--- src/trm_pkg.sv ---
`timescale 1ns / 1ps

package trm_pkg;

    // Fixed field widths of the instruction and result items.
    localparam int OP_W        = 3;
    localparam int IDX_FIELD_W = 4;
    localparam int DATA_W      = 32;
    localparam int NEXT_PC_W   = 16;

    // Defaults for the top-level parameters.
    localparam int NUM_REGS_DEFAULT = 10;
    localparam int PC_BITS_DEFAULT  = 16;

    typedef enum logic [OP_W-1:0] {
        OP_SET    = 3'd0,
        OP_SHOW   = 3'd1,
        OP_ADD    = 3'd2,
        OP_MUL    = 3'd3,
        OP_BRANCH = 3'd4,
        OP_HALT   = 3'd5
    } opcode_t;

    // Register file write request from the execute unit.
    typedef struct packed {
        logic                   we;
        logic [IDX_FIELD_W-1:0] idx;
        logic [DATA_W-1:0]      data;
    } wb_req_t;

endpackage

--- src/toy_register_machine_execute.sv ---
`timescale 1ns / 1ps

// Channel    Direction  Handshake                  Payload
// instr      in         instr_valid / instr_ready  opcode, reg_index, immediate
// result     out        result_valid / result_ready show_valid, show_value,
//                                                   next_pc, halted
//
// Each instruction is captured in an input register and executed once the
// output register is free or being emptied, and its result is written to
// the output register. Throughput is one instruction per cycle while results
// are taken. A result passes the input and then the output register before
// it can leave. The rate is set by the single execute pass (register file
// read, one 32x32 multiply or add, writeback) between the two registers.
// Reset clears the register file, program counter, halt flag and all valid
// bits. A stalled result holds the input register, and instr_ready then
// drops once that register is full.

module toy_register_machine_execute
    import trm_pkg::*;
#(
    parameter int NUM_REGS = NUM_REGS_DEFAULT,
    parameter int PC_BITS  = PC_BITS_DEFAULT
)
(
    input  logic                          clk,
    input  logic                          rst_n,
    input  logic                          instr_valid,
    output logic                          instr_ready,
    input  logic [OP_W-1:0]               opcode,
    input  logic [IDX_FIELD_W-1:0]        reg_index,
    input  logic signed [DATA_W-1:0]      immediate,
    output logic                          result_valid,
    input  logic                          result_ready,
    output logic                          show_valid,
    output logic signed [DATA_W-1:0]      show_value,
    output logic [NEXT_PC_W-1:0]          next_pc,
    output logic                          halted
);

    // Input register: holds one accepted instruction until it executes.
    logic                   s1_valid_reg;
    logic [OP_W-1:0]        s1_opcode_reg;
    logic [IDX_FIELD_W-1:0] s1_reg_index_reg;
    logic [DATA_W-1:0]      s1_immediate_reg;

    // Architectural state besides the register file.
    logic [PC_BITS-1:0]     pc_reg;
    logic                   halt_reg;

    // Output register.
    logic                   result_valid_reg;
    logic                   show_valid_reg;
    logic [DATA_W-1:0]      show_value_reg;
    logic [NEXT_PC_W-1:0]   next_pc_reg;
    logic                   halted_reg;

    // Execute unit outputs.
    wb_req_t                wb_raw;
    wb_req_t                wb;
    logic [DATA_W-1:0]      rd_data;
    logic [PC_BITS-1:0]     pc_next;
    logic                   halt_next;
    logic                   exe_show_valid;
    logic [DATA_W-1:0]      exe_show_value;
    logic [PC_BITS+NEXT_PC_W-1:0] pc_next_ext;

    logic                   s1_fire;
    logic                   in_fire;

    // The held instruction executes whenever the output register is free
    // or is being emptied in this cycle. State and the result update on the
    // same edge, so the next instruction always sees this one's effects.
    assign s1_fire     = s1_valid_reg && (!result_valid_reg || result_ready);
    assign instr_ready = !s1_valid_reg || s1_fire;
    assign in_fire     = instr_valid && instr_ready;

    trm_regfile #(
        .NUM_REGS (NUM_REGS)
    ) u_regfile (
        .clk     (clk),
        .rst_n   (rst_n),
        .rd_idx  (s1_reg_index_reg),
        .rd_data (rd_data),
        .wb      (wb)
    );

    trm_alu #(
        .PC_BITS (PC_BITS)
    ) u_alu (
        .opcode     (s1_opcode_reg),
        .reg_index  (s1_reg_index_reg),
        .imm        (s1_immediate_reg),
        .rd_data    (rd_data),
        .pc         (pc_reg),
        .halt       (halt_reg),
        .wb         (wb_raw),
        .pc_next    (pc_next),
        .halt_next  (halt_next),
        .show_valid (exe_show_valid),
        .show_value (exe_show_value)
    );

    // Writes only land when the instruction actually executes.
    always_comb
    begin
        wb    = wb_raw;
        wb.we = wb_raw.we && s1_fire;
    end

    // The reported counter is the low 16 bits, zero-extended for short PCs.
    assign pc_next_ext = {{NEXT_PC_W{1'b0}}, pc_next};

    always_ff @(posedge clk or negedge rst_n)
    begin
        if (!rst_n)
        begin
            s1_valid_reg     <= 1'b0;
            pc_reg           <= '0;
            halt_reg         <= 1'b0;
            result_valid_reg <= 1'b0;
            show_valid_reg   <= 1'b0;
            next_pc_reg      <= '0;
            halted_reg       <= 1'b0;
        end
        else
        begin
            if (in_fire)
            begin
                s1_valid_reg <= 1'b1;
            end
            else if (s1_fire)
            begin
                s1_valid_reg <= 1'b0;
            end

            if (s1_fire)
            begin
                pc_reg           <= pc_next;
                halt_reg         <= halt_next;
                result_valid_reg <= 1'b1;
                show_valid_reg   <= exe_show_valid;
                next_pc_reg      <= pc_next_ext[NEXT_PC_W-1:0];
                halted_reg       <= halt_next;
            end
            else if (result_ready)
            begin
                result_valid_reg <= 1'b0;
            end
        end
    end

    // Payload registers need no reset.
    always_ff @(posedge clk)
    begin
        if (in_fire)
        begin
            s1_opcode_reg    <= opcode;
            s1_reg_index_reg <= reg_index;
            s1_immediate_reg <= $unsigned(immediate);
        end
        if (s1_fire)
        begin
            show_value_reg <= exe_show_value;
        end
    end

    assign result_valid = result_valid_reg;
    assign show_valid   = show_valid_reg;
    assign show_value   = $signed(show_value_reg);
    assign next_pc      = next_pc_reg;
    assign halted       = halted_reg;

endmodule

--- src/trm_regfile.sv ---
`timescale 1ns / 1ps

module trm_regfile
    import trm_pkg::*;
#(
    parameter int NUM_REGS = NUM_REGS_DEFAULT
)
(
    input  logic                   clk,
    input  logic                   rst_n,
    input  logic [IDX_FIELD_W-1:0] rd_idx,
    output logic [DATA_W-1:0]      rd_data,
    input  wb_req_t                wb
);

    localparam int IDX_W = (NUM_REGS > 1) ? $clog2(NUM_REGS) : 1;

    logic [DATA_W-1:0] regs_reg [NUM_REGS];
    logic              rd_in_range;
    logic              wr_in_range;

    // Indexes at or above the register count read as zero and drop writes.
    assign rd_in_range = ({1'b0, rd_idx} < (IDX_FIELD_W+1)'(NUM_REGS));
    assign wr_in_range = ({1'b0, wb.idx} < (IDX_FIELD_W+1)'(NUM_REGS));

    assign rd_data = rd_in_range ? regs_reg[rd_idx[IDX_W-1:0]] : '0;

    always_ff @(posedge clk or negedge rst_n)
    begin
        if (!rst_n)
        begin
            for (int i = 0; i < NUM_REGS; i++)
            begin
                regs_reg[i] <= '0;
            end
        end
        else if (wb.we && wr_in_range)
        begin
            regs_reg[wb.idx[IDX_W-1:0]] <= wb.data;
        end
    end

endmodule

--- src/trm_alu.sv ---
`timescale 1ns / 1ps

module trm_alu
    import trm_pkg::*;
#(
    parameter int PC_BITS = PC_BITS_DEFAULT
)
(
    input  logic [OP_W-1:0]        opcode,
    input  logic [IDX_FIELD_W-1:0] reg_index,
    input  logic [DATA_W-1:0]      imm,
    input  logic [DATA_W-1:0]      rd_data,
    input  logic [PC_BITS-1:0]     pc,
    input  logic                   halt,
    output wb_req_t                wb,
    output logic [PC_BITS-1:0]     pc_next,
    output logic                   halt_next,
    output logic                   show_valid,
    output logic [DATA_W-1:0]      show_value
);

    logic [DATA_W-1:0]  sum;
    logic [DATA_W-1:0]  prod;
    logic [PC_BITS-1:0] pc_inc;

    assign sum    = rd_data + imm;
    assign prod   = rd_data * imm;
    assign pc_inc = pc + PC_BITS'(1);

    always_comb
    begin
        wb.we      = 1'b0;
        wb.idx     = reg_index;
        wb.data    = imm;
        pc_next    = pc_inc;
        halt_next  = halt;
        show_valid = 1'b0;
        show_value = '0;
        if (halt)
        begin
            // A halted machine ignores the item entirely.
            pc_next = pc;
        end
        else
        begin
            case (opcode)
                OP_SET:
                begin
                    wb.we = 1'b1;
                end
                OP_SHOW:
                begin
                    show_valid = 1'b1;
                    show_value = rd_data;
                end
                OP_ADD:
                begin
                    wb.we   = 1'b1;
                    wb.data = sum;
                end
                OP_MUL:
                begin
                    wb.we   = 1'b1;
                    wb.data = prod;
                end
                OP_BRANCH:
                begin
                    if (rd_data != '0)
                    begin
                        pc_next = pc_inc + imm[PC_BITS-1:0];
                    end
                end
                OP_HALT:
                begin
                    halt_next = 1'b1;
                    pc_next   = pc;
                end
                default:
                begin
                    // Unused opcodes only advance the counter.
                end
            endcase
        end
    end

endmodule

--- config.mk ---
export PLATFORM = sky130hd
export DESIGN_NAME = toy_register_machine_execute
export DESIGN_NICKNAME = d
export VERILOG_FILES = /design/src/trm_pkg.sv /design/src/toy_register_machine_execute.sv /design/src/trm_regfile.sv /design/src/trm_alu.sv
export SDC_FILE = /design/constraint.sdc
export NUM_CORES = 2
export LEC_CHECK = 0
export BUFFER_PORTS_ARGS = -buffer_cell sky130_fd_sc_hd__buf_2
export CAP_MARGIN = 20
export CORE_MARGIN = 5
export CORE_UTILIZATION = 34
export DETAILED_ROUTE_END_ITERATION = 7
export GPL_TIMING_DRIVEN = 0
export PLACE_DENSITY = 0.54
export SLEW_MARGIN = 20
export SYNTH_ARGS = -nofsm -noshare
export SYNTH_HDL_FRONTEND = slang
export SYNTH_SLANG_ARGS = --single-unit
--- constraint.sdc ---
create_clock -name clk -period 9.6 [get_ports clk]
set_input_delay 0.96 -clock clk [delete_from_list [all_inputs] [get_ports clk]]
set_output_delay 0.96 -clock clk [all_outputs]
set_load 0.03 [all_outputs]
* After elaboration in Yosys (flattened, before gate mapping) *
Index checks and enable logic that the tools add are counted.

storage, ports and cells
  register bits after elaboration = 411
  bits of input ports = 43
  logic and storage cells = 73

operators by class
  $add $sub $neg = 3
  multiply operators = 1
  $lt $le $gt $ge = 3
  equal/unequal tests = 5
  muxes and demuxes = 22
  bitwise operators = 4
  reduce and logical (&&, ||, !) cells = 16

operators with widths
  cell                                                 number
  bitwise mux 320 bit                                  1
  two-way mux 32 bit                                   5
  binary-select mux 32 bit (select 4 bit)              1
  demux 32 bit (select 4 bit)                          1
  one-hot mux 32 bit (2 select lines)                  1
  adder 32 bit                                         1
  multiplier 32 x 32 -> 32 bit                         1
  two-way mux 16 bit                                   2
  one-hot mux 16 bit (2 select lines)                  1
  nonzero test 32 bit                                  1
  adder 16 x 1 -> 16 bit, second input constant        1
  adder 16 bit                                         1
  two-way mux 1 bit                                    10
  equality test 3 x 2 -> 1 bit, second input constant  2
  equality test 3 bit, second input constant           2
  >= comparator 5 bit, second input constant           1
  logical AND 1 bit                                    5
  < comparator 5 x 1 -> 1 bit, second input constant   1
  inverter 4 -> 5 bit                                  1
  < comparator 4 bit, second input constant            1
  nonzero test 2 bit                                   2
  equality test 3 x 1 -> 1 bit, second input constant  1
  zero test 3 bit                                      1
  inverter 1 bit                                       3
  5 further kinds                                      7

* Depth between registers and ports, before layout *
  word-level depth = 9
  gate-level depth with buffers = 37
  depth with buffers taken out = 31

* Hierarchy *
A second synthesis with hierarchy kept.

unflattened totals
  cell total of the unflattened synthesis = 3,430
  area total of the unflattened synthesis = 36,819.1 µm²

modules (own cells, without submodules)
  module                        instances  cells each  area an instance (µm²)  seq. area each (µm²)
  trm_alu                       1          2,283       19,337.3                0.0
  trm_regfile                   1          1,029       14,528.9                8,007.7
  toy_register_machine_execute  1          118         2,952.8                 2,632.5

* Worst setup path after synthesis *
No wires, ideal clock.

  path type = flip-flop to flip-flop
  start = reg s1_reg_index_reg[1]
  end = reg u_regfile.regs_reg[127] (netlist bit)
  library setup time = 0.083 ns
  data arrival time = 8.316 ns
  required time = 9.517 ns
  slack = 1.202 ns
  cell stages (with the launch flop) = 33
  path buffers = 5
  cells stage by stage = edfxtp_1 buf_2 buf_4 buf_4 buf_2 mux4_2 mux2i_1 o22ai_2 clkbuf_1 and2_1 fa_1 fa_1 fa_1 inv_1 fa_1 inv_1 fa_1 fa_1 fa_1 fa_1 ha_1 and2_1 o21ai_0 nand2b_1 a21o_1 a21oi_1 o21ai_0 a21oi_1 o31ai_1 a21oi_1 xnor3_2 a2bb2oi_4 a31oi_1

between the ends
  cells in the longest elaborated chain, start to end = 9

RTL lines
  element                                                              RTL line                             source
  from (decl)                                                          toy_register_machine_execute.sv:43   logic [IDX_FIELD_W-1:0] s1_reg_index_reg;
  from (signal assigned)                                               toy_register_machine_execute.sv:158  s1_reg_index_reg <= reg_index;
  inverter 4 -> 5 bit (implied by the code)                            trm_regfile.sv:26                    assign rd_data = rd_in_range ? regs_reg[rd_idx[IDX_W-1:0]] : '0;
  binary-select mux 32 bit (select 4 bit)                              trm_regfile.sv:26
  two-way mux 32 bit (implied by the code) (2 in a row)                trm_regfile.sv:26
  two-way mux 32 bit (*)                                               trm_regfile.sv:26
  named net rd_data[15]                                                toy_register_machine_execute.sv:60   logic [DATA_W-1:0] rd_data;
  multiplier 32 x 32 -> 32 bit / adder 32 bit (equally long branches)  trm_alu.sv:27, trm_alu.sv:26
  one-hot mux 32 bit (2 select lines) (*)                              trm_alu.sv:46                        case (opcode)
  two-way mux 32 bit (*)                                               trm_alu.sv:39                        if (halt)
  bitwise mux 320 bit (*)                                              trm_regfile.sv:39                    regs_reg[wb.idx[IDX_W-1:0]] <= wb.data;
  to (signal, indexed assignment)                                      trm_regfile.sv:39
  to (decl)                                                            trm_regfile.sv:18                    logic [DATA_W-1:0] regs_reg [NUM_REGS];

Mark *: on every way through the listed nets, which the timed path passes. The rest lies on a longest branch. The select of a mux whose other input is x is not followed.
A chain may end at the register's enable or synchronous reset.

* Worst setup path in the final report *
  start = reg s1_reg_index_reg[0]
  end = reg u_regfile.regs_reg[116] (netlist bit)

between the ends
  cells in the longest elaborated chain, start to end = 9

RTL lines
  element                                                              RTL line
  inverter 4 -> 5 bit (implied by the code)                            trm_regfile.sv:26, trm_regfile.sv:39
  binary-select mux 32 bit (select 4 bit)                              trm_regfile.sv:26
  two-way mux 32 bit (implied by the code) (2 in a row)                trm_regfile.sv:26
  two-way mux 32 bit                                                   trm_regfile.sv:26
  multiplier 32 x 32 -> 32 bit / adder 32 bit (equally long branches)  trm_alu.sv:27, trm_alu.sv:26
  one-hot mux 32 bit (2 select lines)                                  trm_alu.sv:46
  two-way mux 32 bit                                                   trm_alu.sv:39
  bitwise mux 320 bit                                                  trm_regfile.sv:39

Parallel ways exist; a longest one is shown, timed or not. The select of a mux whose other input is x is not followed.

==> flow_summary_export.csv <==
group,metric,value,unit
run_status,status,"complete, no violations",
synthesis,ys_seq_elements,411,
flow_run,drv_cap,0,
grt,grt.overflow.total,0,
drt,wl,131000,um
worst_setup_path,cp_data_required_time,10080,ps
power,ir_drop,0.183,mV
worst_setup_path,endpoint_kind,"flop",
drt,route.detailed.drc,0,
power,finalPower,9.32,mW
hold_path,holdCritPathClass,"primary input to async pin",
synthesis,synth_mux_area_share,6.79,%
clock_tree,hold_buffers,0,
drt,drt_iter0_drc,2533,
synthesis,syn_area_per_cell,9.87,um^2
power,p_per_area,227,nW/um^2
synthesis,synth_compound_area_share,9.80,%
finish,final_cell_mix,"inv_1, fa_1, dfrtp_1, nor2_1, nand2_1",
placement,gp_congestion,0.948,
worst_setup_path,crit_type,"flop to flop",
placement,pre_cts_ws,-1850,ps
clock_tree,numCtsBuffers,46,
synthesis,syn_inst,3665,
worst_setup_path,worstReg2RegEnd,"u_regfile.regs_reg[116]",
die,fp.dieArea,113000,um^2
clock_tree,cts_buffer_depth,3,
synthesis,synth_top_family_by_area,"adder cells",
synthesis,synth_top_area_share,23.5,%
grt,grt_pass1_wl,194000,um
power,p_leak,19.1,nW
clock_tree,cts_max_level,2,
clock_tree,clock_latency,610,ps
placement,dp_hpwl,100000,um
placement,numPortBuffers,94,
worst_setup_path,r2r_cells,33,
placement,dp_cells,5165,
die,coreArea,105000,um^2
synthesis,synthesis.nets,4288,
clock_tree,cts-root-buf,"clkbuf_16",
synthesis,synthArstFlopShare,82.7,%
sta,slew_viol_final,0,
sta,relSlewSlack,20.0,%
drt,ant_nets,0,
finish,drive_above_1_share,12.0,%
worst_setup_path,arrival,9880,ps
die,pin_count,95,
worst_setup_path,slowest_stage,"mux4_2",
worst_setup_path,startpoint_type,"flop",
finish,fillCellCount,10600,
clock_tree,clk_pin_slew,60,ps
synthesis,yosysUniqueCellTypes,78,
synthesis,synth_top_area_cell,"dfrtp_1",
synthesis,synth_edf_count,71,
drt,drt-pass1-iter-count,5,
clock_tree,cts.sinks,411,
sta,worst_pin_slew,1200,ps
finish,fin_util,39.0,%
sta,fmax,106,MHz
finish,fin_cells,5273,
sta,timing.final.ws_setup,191,ps
sta,hold_violations,0,
drt,vias,27900,
synthesis,yosys_warnings,0,
die,placementRows,119,
synthesis,synth-xor-area-share,3.26,%
grt,antenna_found_initial,8,
die,dieHeight,336,um
grt,grt_usage,23.1,%
synthesis,ys_top_cells_by_area,"dfrtp_1, fa_1, edfxtp_1",
worst_setup_path,reg2reg_setup_slack,190,ps
synthesis,synth_area,36200,um^2
worst_setup_path,rr_startpoint,"s1_reg_index_reg[0]",
synthesis,synth_simple_gate_area_share,14.5,%
sta,fin_crit,9410,ps
drt,wl_per_cell,24.8,um
grt,grt_max_degree,93,
clock_tree,cts_tree,"built",
synthesis,ys_seq_area_share,29.4,%
sta,setup_viol,0,
synthesis,synth_flop_cell,"dfrtp_1",
finish,final_common_cell,"inv_1",
sta,finalCritPeriodShare,98.0,%
drt,post_drt_via_cell_ratio,5.30,
finish,final_nets,4465,
worst_setup_path,critPathMaxStageDelay,560,ps
worst_setup_path,critical_path.max_fanout,10,
worst_setup_path,cp_common_cell,"fa_1",
grt,grt_pass1_vias,28700,
finish,syn_to_final_growth,13.6,%
synthesis,synth-adder-area-share,28.6,%
sta,finalClockSkew,23.0,ps
finish,largest_reg_flops,320,
die,fp.dieW,336,um
die,initial_core_util,34.3,%
layer usage:
metal	share of wire [%]	track usage, %	up-vias
met5	0.0099	0	-
met4	4.1	7.71	2
li1	-	-	12200
met3	7.1	3.58	252
met2	46	37.5	1089
met1	43	31.8	14400
logic make-up (layout without fill, tap and decap cells):
| family | after synthesis | count (layout) |
|---|---|---|
| AND/OR/NAND/NOR | 1097 | 1097 |
| buffers and inverters | 685 | 900 |
| AO/OA/AOI/OAI | 586 | 586 |
| adder cells (fa/ha/maj) | 580 | 580 |
| flip-flops | 411 | 411 |
| multiplexers | 175 | 175 |
| XOR/XNOR | 131 | 131 |
| other | 0 | 2 |
repair_timing:
action,in CTS,in global routing
pin swaps,5,10
buffers inserted,12,8
gates resized for setup,100,69
hold endpoints to repair,0,0
endpoints found under the setup margin,180,164
cloned,0,0
through the flow:
step	setup TNS [ps]	hold slack (ps)	area (um^2)
2_1_floorplan	0	450	36200
3_3_place_gp	-384980	460	38400
3_5_place_dp	-205310	471	38700
4_1_cts	-11.2	249	40700
5_1_grt	-92.4	284	41100
6_report	0	260	41100
how the worst max path moves through the flow:
stage	start	end	slack, ps	depth (start not counted)
6_report	s1_reg_index_reg[0]	u_regfile.regs_reg[116]	190	33
5_1_grt	s1_reg_index_reg[0]	u_regfile.regs_reg[126]	-10	34
4_1_cts	s1_reg_index_reg[3]	u_regfile.regs_reg[222]	-4	33
3_5_place_dp	s1_reg_index_reg[1]	u_regfile.regs_reg[28]	-1850	34
3_3_place_gp	s1_reg_index_reg[1]	u_regfile.regs_reg[26]	-2710	35
2_1_floorplan	s1_reg_index_reg[1]	u_regfile.regs_reg[127]	1200	32
power by group:
part           switching [mW]  internal, mW  leakage (nW)  total (mW)
combinational            3.18          2.13          13.1        5.31
clock                   0.765          1.03         0.752        1.80
sequential              0.190          2.03          5.25        2.22
total                    4.14          5.19          19.1        9.32
cell type report:
class	instances	area, um^2	share of cell area (%)
flip-flops and latches	411	10600	25.9
repair buffers	133	995	2.42
diodes	2	5.00	0.0122
inverters	469	1760	4.29
well taps	1391	1740	4.24
plain buffers	212	1190	2.89
clock inverters	20	191	0.466
multi-input cells	2569	23200	56.5
clock buffers	66	1340	3.26
synth_stat cells, types with 79 or more instances:
| library cell | number |
|---|---|
| inv_1 | 468 |
| fa_1 | 410 |
| dfrtp_1 | 340 |
| nor2_1 | 325 |
| nand2_1 | 315 |
| and2_1 | 299 |
| a21oi_1 | 297 |
| ha_1 | 170 |
| clkbuf_1 | 155 |
| xnor2_1 | 99 |
| mux2i_1 | 82 |
| o21ai_0 | 79 |
worst max-delay path: cells and delay by family (launching register included):
kind	cells	cell delay, ps
mux	3	1200
simple gates	5	950
buf+inv	10	1420
flops	1	350
fa+ha+maj	9	3800
compound gates	5	1180
xor+xnor	1	330
(Power assumes the default switching activity.)
